[src/design/rct_pkg.sv]
// Shared types and constants for the resource claim table.
`default_nettype none
package rct_pkg;

  localparam int MAX_ENTRIES = 32;
  localparam int IDX_W       = (MAX_ENTRIES > 1) ? $clog2(MAX_ENTRIES) : 1;
  localparam int CNT_W       = $clog2(MAX_ENTRIES + 1);

  localparam int TYPE_W  = 5;
  localparam int ID_W    = 16;
  localparam int OWNER_W = 8;
  localparam int LIM_W   = 8;

  localparam int CFG_IDX_W  = 1;
  localparam int CFG_DATA_W = 64;
  localparam int LIM_HI_W   = 40;

  localparam logic [CFG_IDX_W-1:0] CFG_LIMITS_LOW  = 1'b0;
  localparam logic [CFG_IDX_W-1:0] CFG_LIMITS_HIGH = 1'b1;

  localparam logic [TYPE_W-1:0] TYPE_LAST_LOW  = 5'd7;
  localparam logic [TYPE_W-1:0] TYPE_LAST_HIGH = 5'd12;
  localparam logic [TYPE_W-1:0] TYPE_FIXED     = 5'd13;
  localparam logic [LIM_W-1:0]  LIMIT_FIXED    = 8'd2;

  typedef enum logic [1:0] {
    MODE_CLAIM   = 2'd0,
    MODE_RELEASE = 2'd1,
    MODE_QUERY   = 2'd2,
    MODE_CLEAR   = 2'd3
  } mode_t;

  typedef enum logic [1:0] {
    ST_OK        = 2'd0,
    ST_INVALID   = 2'd1,
    ST_BUSY      = 2'd2,
    ST_EXHAUSTED = 2'd3
  } status_t;

  typedef struct packed {
    mode_t                mode;
    logic [TYPE_W-1:0]    resource_type;
    logic [ID_W-1:0]      resource_id;
    logic [OWNER_W-1:0]   owner_id;
  } req_t;

  typedef struct packed {
    status_t status;
    logic    is_claimed;
  } rsp_t;

  typedef struct packed {
    logic [TYPE_W-1:0]  etype;
    logic [ID_W-1:0]    eid;
    logic [OWNER_W-1:0] eowner;
  } entry_t;

  // Controller to datapath.
  typedef struct packed {
    logic load;
    logic clear;
    logic search_start;
    logic append;
    logic read_last;
    logic move;
  } dp_cmd_t;

  // Datapath to controller.
  typedef struct packed {
    mode_t mode;
    logic  arg_ok;
    logic  search_done;
    logic  found;
    logic  owner_match;
    logic  full;
  } dp_stat_t;

endpackage
`default_nettype wire

[src/design/resource_claim_table_unit.sv]
// Top level of the resource claim table: sequencer plus table datapath.
//
//  channel   signals                          direction  beat taken when
//  request   start, busy, req                 in         start && !busy at clk rise
//  result    done, rsp                        out        done high (one cycle, no stall)
//  config    cfg_we, cfg_index, cfg_wdata     in         cfg_we high at clk rise
//
// Sequence: clear and a rejected argument are answered from the check state; claim,
// query and release first run a linear search over the table memory, one
// registered read per live entry (at most 32), plus a read and a rewrite of the
// last entry for a successful release. busy stays high from the accepted beat
// until the result beat; a new request may start in the cycle the result is
// shown.
// Reset (rst, synchronous) empties the table and sets every id limit to 255;
// the table memory itself is not cleared. The result side cannot stall.
`default_nettype none
module resource_claim_table_unit (
  input  wire logic                            clk,
  input  wire logic                            rst,
  input  wire logic                            start,
  output logic                                 busy,
  input  wire rct_pkg::req_t                   req,
  output logic                                 done,
  output rct_pkg::rsp_t                        rsp,
  input  wire logic                            cfg_we,
  input  wire logic [rct_pkg::CFG_IDX_W-1:0]   cfg_index,
  input  wire logic [rct_pkg::CFG_DATA_W-1:0]  cfg_wdata
);

  // Command and status links between sequencer and datapath.
  rct_pkg::dp_cmd_t  cmd;
  rct_pkg::dp_stat_t stat;

  rct_ctrl u_ctrl (
    .clk   (clk),
    .rst   (rst),
    .start (start),
    .busy  (busy),
    .done  (done),
    .rsp   (rsp),
    .cmd   (cmd),
    .stat  (stat)
  );

  rct_datapath u_datapath (
    .clk       (clk),
    .rst       (rst),
    .req       (req),
    .cmd       (cmd),
    .cfg_we    (cfg_we),
    .cfg_index (cfg_index),
    .cfg_wdata (cfg_wdata),
    .stat      (stat)
  );

endmodule
`default_nettype wire

[src/design/rct_datapath.sv]
// Claim table storage, limit check, linear search and entry moves.
`default_nettype none
module rct_datapath (
  input  wire logic                               clk,
  input  wire logic                               rst,
  input  wire rct_pkg::req_t                      req,
  input  wire rct_pkg::dp_cmd_t                   cmd,
  input  wire logic                               cfg_we,
  input  wire logic [rct_pkg::CFG_IDX_W-1:0]      cfg_index,
  input  wire logic [rct_pkg::CFG_DATA_W-1:0]     cfg_wdata,
  output rct_pkg::dp_stat_t                       stat
);

  rct_pkg::entry_t mem [rct_pkg::MAX_ENTRIES];

  rct_pkg::req_t                       req_q;
  logic [rct_pkg::CFG_DATA_W-1:0]      limits_low;
  logic [rct_pkg::LIM_HI_W-1:0]        limits_high;
  logic [rct_pkg::CNT_W-1:0]           count;

  logic                                searching;
  logic [rct_pkg::CNT_W-1:0]           scan_ptr;
  logic                                rd_valid;
  logic [rct_pkg::IDX_W-1:0]           rd_idx;
  rct_pkg::entry_t                     rd_q;
  logic [rct_pkg::IDX_W-1:0]           rd_addr;
  logic [rct_pkg::IDX_W-1:0]           last_idx;
  logic [rct_pkg::CNT_W-1:0]           count_dec;

  logic                                search_done;
  logic                                found;
  logic [rct_pkg::IDX_W-1:0]           found_idx;
  logic [rct_pkg::OWNER_W-1:0]         found_owner;

  logic                                hit;
  logic [rct_pkg::LIM_W-1:0]           limit;
  logic                                limited;
  logic                                in_range;
  logic [rct_pkg::TYPE_W-1:0]          type_hi;

  // Per-type id limit.
  always_comb begin
    type_hi = req_q.resource_type - 5'd8;
    limited = 1'b1;
    limit   = '0;
    if (req_q.resource_type <= rct_pkg::TYPE_LAST_LOW) begin
      limit = limits_low[{req_q.resource_type[2:0], 3'b000} +: rct_pkg::LIM_W];
    end else if (req_q.resource_type <= rct_pkg::TYPE_LAST_HIGH) begin
      limit = limits_high[{type_hi[2:0], 3'b000} +: rct_pkg::LIM_W];
    end else if (req_q.resource_type == rct_pkg::TYPE_FIXED) begin
      limit = rct_pkg::LIMIT_FIXED;
    end else begin
      limited = 1'b0;
    end
    in_range = !limited || (req_q.resource_id < {8'd0, limit});
  end

  assign hit       = (rd_q.etype == req_q.resource_type) && (rd_q.eid == req_q.resource_id);
  assign count_dec = count - 1'b1;
  assign last_idx  = count_dec[rct_pkg::IDX_W-1:0];
  assign rd_addr   = cmd.read_last ? last_idx : scan_ptr[rct_pkg::IDX_W-1:0];

  always_comb begin
    stat.mode        = req_q.mode;
    stat.arg_ok      = (req_q.owner_id != '0) && in_range;
    stat.search_done = search_done;
    stat.found       = found;
    stat.owner_match = (found_owner == req_q.owner_id);
    stat.full        = (count == rct_pkg::CNT_W'(rct_pkg::MAX_ENTRIES));
  end

  // Configuration registers.
  always_ff @(posedge clk) begin
    if (rst) begin
      limits_low  <= '1;
      limits_high <= '1;
    end else if (cfg_we) begin
      case (cfg_index)
        rct_pkg::CFG_LIMITS_LOW:  limits_low  <= cfg_wdata;
        rct_pkg::CFG_LIMITS_HIGH: limits_high <= cfg_wdata[rct_pkg::LIM_HI_W-1:0];
        default: ;
      endcase
    end
  end

  always_ff @(posedge clk) begin
    if (cmd.load) begin
      req_q <= req;
    end
  end

  // Table memory: one write port, one registered read port.
  always_ff @(posedge clk) begin
    rd_q <= mem[rd_addr];
    if (cmd.append) begin
      mem[count[rct_pkg::IDX_W-1:0]] <= '{etype:  req_q.resource_type,
                                          eid:    req_q.resource_id,
                                          eowner: req_q.owner_id};
    end else if (cmd.move) begin
      mem[found_idx] <= rd_q;
    end
  end

  always_ff @(posedge clk) begin
    if (rst) begin
      count <= '0;
    end else if (cmd.clear) begin
      count <= '0;
    end else if (cmd.append) begin
      count <= count + 1'b1;
    end else if (cmd.move) begin
      count <= count_dec;
    end
  end

  // Linear search: issue one read a cycle, compare the previous one.
  always_ff @(posedge clk) begin
    if (rst) begin
      searching   <= 1'b0;
      rd_valid    <= 1'b0;
      search_done <= 1'b0;
      found       <= 1'b0;
      scan_ptr    <= '0;
    end else begin
      if (cmd.search_start) begin
        searching   <= 1'b1;
        rd_valid    <= 1'b0;
        search_done <= 1'b0;
        found       <= 1'b0;
        scan_ptr    <= '0;
      end else if (searching) begin
        if (rd_valid && hit) begin
          searching   <= 1'b0;
          rd_valid    <= 1'b0;
          search_done <= 1'b1;
          found       <= 1'b1;
          found_idx   <= rd_idx;
          found_owner <= rd_q.eowner;
        end else if (scan_ptr >= count) begin
          searching   <= 1'b0;
          rd_valid    <= 1'b0;
          search_done <= 1'b1;
          found       <= 1'b0;
        end else begin
          search_done <= 1'b0;
          rd_valid    <= 1'b1;
          rd_idx      <= scan_ptr[rct_pkg::IDX_W-1:0];
          scan_ptr    <= scan_ptr + 1'b1;
        end
      end else begin
        search_done <= 1'b0;
      end
    end
  end

endmodule
`default_nettype wire

[src/design/rct_ctrl.sv]
// Request sequencer for the claim table.
`default_nettype none
module rct_ctrl (
  input  wire logic              clk,
  input  wire logic              rst,
  input  wire logic              start,
  output logic                   busy,
  output logic                   done,
  output rct_pkg::rsp_t          rsp,
  output rct_pkg::dp_cmd_t       cmd,
  input  wire rct_pkg::dp_stat_t stat
);

  typedef enum logic [1:0] {
    S_IDLE,
    S_CHECK,
    S_SEARCH,
    S_MOVE
  } state_t;

  state_t state;

  assign busy = (state != S_IDLE);

  always_comb begin
    cmd      = '0;
    cmd.load = (state == S_IDLE) && start;
    case (state)
      S_CHECK: begin
        if (stat.mode == rct_pkg::MODE_CLEAR) begin
          cmd.clear = 1'b1;
        end else if (stat.mode == rct_pkg::MODE_QUERY || stat.arg_ok) begin
          cmd.search_start = 1'b1;
        end
      end
      S_SEARCH: begin
        if (stat.search_done) begin
          cmd.append    = (stat.mode == rct_pkg::MODE_CLAIM) && !stat.found && !stat.full;
          cmd.read_last = (stat.mode == rct_pkg::MODE_RELEASE) && stat.found &&
                          stat.owner_match;
        end
      end
      S_MOVE:  cmd.move = 1'b1;
      default: ;
    endcase
  end

  always_ff @(posedge clk) begin
    if (rst) begin
      state <= S_IDLE;
      done  <= 1'b0;
    end else begin
      case (state)
        S_IDLE: begin
          done <= 1'b0;
          if (start) begin
            state <= S_CHECK;
          end
        end
        S_CHECK: begin
          if (stat.mode == rct_pkg::MODE_CLEAR) begin
            done           <= 1'b1;
            rsp.status     <= rct_pkg::ST_OK;
            rsp.is_claimed <= 1'b0;
            state          <= S_IDLE;
          end else if (stat.mode != rct_pkg::MODE_QUERY && !stat.arg_ok) begin
            done           <= 1'b1;
            rsp.status     <= rct_pkg::ST_INVALID;
            rsp.is_claimed <= 1'b0;
            state          <= S_IDLE;
          end else begin
            done  <= 1'b0;
            state <= S_SEARCH;
          end
        end
        S_SEARCH: begin
          if (stat.search_done) begin
            case (stat.mode)
              rct_pkg::MODE_QUERY: begin
                done           <= 1'b1;
                rsp.status     <= rct_pkg::ST_OK;
                rsp.is_claimed <= stat.found;
                state          <= S_IDLE;
              end
              rct_pkg::MODE_CLAIM: begin
                done           <= 1'b1;
                rsp.is_claimed <= 1'b0;
                state          <= S_IDLE;
                if (stat.found) begin
                  rsp.status <= stat.owner_match ? rct_pkg::ST_OK : rct_pkg::ST_BUSY;
                end else begin
                  rsp.status <= stat.full ? rct_pkg::ST_EXHAUSTED : rct_pkg::ST_OK;
                end
              end
              default: begin
                if (stat.found && stat.owner_match) begin
                  done  <= 1'b0;
                  state <= S_MOVE;
                end else begin
                  done           <= 1'b1;
                  rsp.status     <= rct_pkg::ST_INVALID;
                  rsp.is_claimed <= 1'b0;
                  state          <= S_IDLE;
                end
              end
            endcase
          end else begin
            done <= 1'b0;
          end
        end
        S_MOVE: begin
          done           <= 1'b1;
          rsp.status     <= rct_pkg::ST_OK;
          rsp.is_claimed <= 1'b0;
          state          <= S_IDLE;
        end
        default: begin
          done  <= 1'b0;
          state <= S_IDLE;
        end
      endcase
    end
  end

endmodule
`default_nettype wire

[config.mk]
export PLATFORM = sky130hd
export DESIGN_NAME = resource_claim_table_unit
export DESIGN_NICKNAME = d
export VERILOG_FILES = /design/src/design/rct_pkg.sv /design/src/design/resource_claim_table_unit.sv /design/src/design/rct_datapath.sv /design/src/design/rct_ctrl.sv
export SDC_FILE = /design/constraint.sdc
export NUM_CORES = 2
export LEC_CHECK = 0
export ABC_AREA = 1
export CAP_MARGIN = 20
export CORE_UTILIZATION = 35
export DETAILED_ROUTE_END_ITERATION = 10
export DONT_BUFFER_PORTS = 1
export SLEW_MARGIN = 20
export SYNTH_ARGS = -nofsm -noshare
export SYNTH_HDL_FRONTEND = slang
export SYNTH_SLANG_ARGS = --single-unit
[constraint.sdc]
create_clock -name clk -period 3.9 [get_ports clk]
set_input_delay 0.78 -clock clk [delete_from_list [all_inputs] [get_ports clk]]
set_output_delay 0.78 -clock clk [all_outputs]
set_load 0.02 [all_outputs]
==> summary.md <==
| Metric | Value |
|---|---|
| Status | finished clean |
| Pre-antenna DRT Iters | 6 |
| GP Congestion | ~0.9 |
| Rel. slew slack | 27.64% |
| Core Box Area | about 140000 um^2 |
| Critical path required time | between 4 and 5 ns |
| Post-synth ARST share | 0% |
| Worst-skew pair later-pin latency | about 0.75 ns |
| CP arrival | approximately 3.9 ns |
| Power density cells | around 450 nW/um^2 |
| Yosys reg bits | about 1.1k |
| GRT Util Overall | around a fifth |
| Primary FF master, synth | edfxtp_1 |
| Clk network pwr share | 42.8% |
| Sequence of cells on the critical path | nor2_1 -> o21ai_0 -> nor2_1 -> inv_1 -> o31ai_1 -> inv_1 -> ha_1 -> nand2_1 -> inv_1 -> nand2_1 -> nand2_1 -> nand2_1 -> nand2_1 -> nand2_1 -> nand2_1 -> nand2_1 -> nand2_1 -> nand2_1 -> nor2_2 |
| Largest net degree at the start of global routing | 94 |
| EDFF count, synth | 980 |
| Die span in x | 378.8 um |
| Final setup fails | 0 |
| Top area cells in the synthesized netlist | edfxtp_1, nand2_1, nand3_1 |
| Cells after synthesis | 5155 |
| Htree depth | 3 |
| Post-DP HPWL | 85480 um |
| Max Freq | between 200 and 300 MHz |
| Fin. max-slew vios | 0 |
| Starting density of the core | between 30% and 40% |
| Drt drc | 0 |
| Distinct cells, synth | 45 |
| Worst path top cell family by delay | simple AND/OR/NAND/NOR gates |
| RSZ-0062 raised after global routing | false |
| Max Cap Viol | 0 |
| Synth top cells by count | nand2_1, inv_1, edfxtp_1 |
| Postcts setup bufs | 0 |
| Syn_area_per_cell | between 9 and 10 um^2 |
| Layout cell share with drive strength beyond 1 | between 7 and 8% |
| Synth Net Count | 5271 |
| Hold Path End | u_datapath.req_q[12] |
| Nature of the critical path endpoint | register |
| Area growth, synth to finish | 14.49% |
| Yosys warns | 0 |
| Root buf cell | clkbuf_16 |
| Slowest cell delay on critical path | roughly 0.52 ns |
| Clock buffer depth | 3 |
| Iteration-0 DRC Markers | approximately 3.8k |
| Fin nets | 5300 |
| R2r setup slk | ~0.38 ns |
| Switching power | ~0.0058 W |
| Worst Hold Depth | 0 |
| Crit path buffers/inverters | 3 |
| Fin worst setup slack | 0.3782 ns |
| Register area share after synthesis | roughly two thirds |
| Clock sink count | around 1.1k |
| Net Sw Frac | 22.30% |
| Slowest library cell on the worst path | nor2_2 |
| Reg-to-Reg Start | u_datapath.req_q[25] |
| R2r worst-path depth | 19 |
| CTS tree | built |
| Full die area | about 140000 um^2 |
| Minimum clock period | approximately 3.5 ns |
| Most used cell, CP | nand2_1 |
| Mapped cell area | between 40000 and 50000 um^2 |
| Worst-path clk slew | ~0.070 ns |
| P_int | 0.02008 W |
| Worst Hold Class | input pin to register |
| Hold Buf Count CTS | 0 |
| Final hold vios | 0 |
| WS Path Type | register to register |
| Vias | about 35k |
| Proportion of power drawn by combinational gates | 4.5% |
| Synth top area share | between 50% and 60% |
| Total congestion overflow | 0 |
| Vias per std cell | around 5 |
| Num CTS Buffers | between 100 and 150 |
| CP startpoint kind | register |
| Post-DRT Antenna Nets | 0 |
| Cts repair resizes | 1 |
| Setup TNS | 0 ns |
| WL final | 143000 um |
| First-pass GRT wire length | between 200000 and 250000 um |
| Final worst-path cycle share | 90.30% |
| Vias in the first global route | ~33k |
| Final Skew | 0.04561 ns |
| # IOs | ~110 |
| Share of power burned in registers | between 50 and 60% |
| Actual slew at the worst max-slew pin | between 1 and 1.5 ns |
| Pleak | around 24 nW |
| Critical path fanouts, max | 13 |
| Die Ht | roughly 380 um |
| Antenna violations before repair | 10 |
| Port Buffers | 0 |
| VDD IR max | about 0.00041 V |
| Worst r2r dst | u_datapath.found_owner[4] |
| Area leader, netlist | edfxtp_1 |
| Pre-CTS setup slack | around 0.0030 ns |
| Hold_sp | req[12] |
| DR WL/cell | roughly 20 um |
| # rows | around 140 |
| Most common cell in the synthesized netlist | nand2_1 |
## kinds of logic after synthesis
group,Yosys count,synth area share [%]
AND/OR/NAND/NOR,2550,21.94
buffers and inverters,1270,9.966
flip-flops,1132,65.35
AO/OA/AOI/OAI,170,2.042
XOR/XNOR,17,0.2996
adder cells (fa/ha/maj),16,0.4029
## registers in the layout, indices dropped and copies added, names as in the netlist, 2 cells and up
signal / flops
u_datapath.mem: 928
u_datapath.limits_low: 64
u_datapath.limits_high: 40
u_datapath.rd_q: 29
u_datapath.req_q: 29
u_datapath.found_owner: 8
u_datapath.count: 6
u_datapath.scan_ptr: 6
u_datapath.found_idx: 5
u_datapath.rd_idx: 5
u_ctrl.rsp: 3
u_ctrl.state: 2
u_datapath.stat: 2
## power by group through the flow
stage	logic [W]	registers, W	clock network [W]
6_report	0.00116	0.0136	0.0111
5_1_grt	0.00129	0.0136	0.0117
4_1_cts	0.00115	0.0136	0.0112
3_5_place_dp	0.00115	0.0139	0
3_3_place_gp	0.00113	0.0139	0
2_1_floorplan	0.000697	0.0138	0
## per-stage QoR
stage	hold WS (ns)	util, %	instances	area (um^2)	total power, W
3_3_place_gp	0.4074	37.82	6943	53030	0.01502
4_1_cts	0.07601	40.55	7163	56860	0.02602
2_1_floorplan	0.4003	-	5155	49690	0.01452
5_1_grt	0.08376	40.57	7164	56880	0.02660
3_5_place_dp	0.4189	37.83	6943	53040	0.01503
6_report	0.1203	40.57	7166	56890	0.02584
## placed cells by master, fill, tap and decap left out, drive strengths merged, types with 3 or more instances in the layout
| cell type | count |
|---|---|
| nand2 | 1444 |
| inv | 1014 |
| edfxtp | 980 |
| nand3 | 948 |
| buf | 164 |
| clkbuf | 164 |
| dfxtp | 152 |
| nor2 | 123 |
| o21ai | 93 |
| clkinv | 49 |
| a21oi | 28 |
| ha | 16 |
| o211ai | 15 |
| xor2 | 12 |
| nand4 | 12 |
| nor4 | 11 |
| o221ai | 9 |
| bufinv | 7 |
| nor3 | 6 |
| a221oi | 6 |
| xnor2 | 5 |
| clkinvlp | 4 |
| a32o | 4 |
| diode | 3 |
| a31oi | 3 |
| o21a | 3 |
## cell type report
cell class | instances | area (um^2)
multi-input cells | 2753 | 12660
flip-flops and latches | 1132 | 32470
inverters | 1018 | 3829
fillers | 13460 | 83330
repair buffers | 164 | 1757
diodes | 3 | 7.507
well taps | 1876 | 2347
clock buffers | 164 | 3248
clock inverters | 56 | 568.0
## layer usage
| metal | track usage, % | vias up | routed length [um] |
|---|---|---|---|
| li1 | - | 16697 | - |
| met1 | 27.43 | 17021 | 61710 |
| met2 | 31.28 | 1357 | 64720 |
| met3 | 3.253 | 228 | 12030 |
| met4 | 6.748 | 8 | 4494 |
| met5 | 0 | - | 57 |
## how the worst max path moves through the flow
stage	startpoint	to	slack [ns]	cells past startpoint
after global placement	u_datapath.req_q[25]	u_datapath.found_owner[3]	0.08	18
final	u_datapath.req_q[25]	u_datapath.found_owner[4]	0.38	19
after floorplan	u_datapath.req_q[24]	u_datapath.found_idx[0]	0.55	21
after global routing	u_datapath.req_q[25]	u_datapath.rd_idx[0]	0.04	19
after detailed placement	u_datapath.req_q[25]	u_datapath.found_owner[2]	0.003	18
after CTS	u_datapath.req_q[25]	u_datapath.found_owner[4]	0.27	18
No activity file was read; power rests on OpenSTA's default activity.
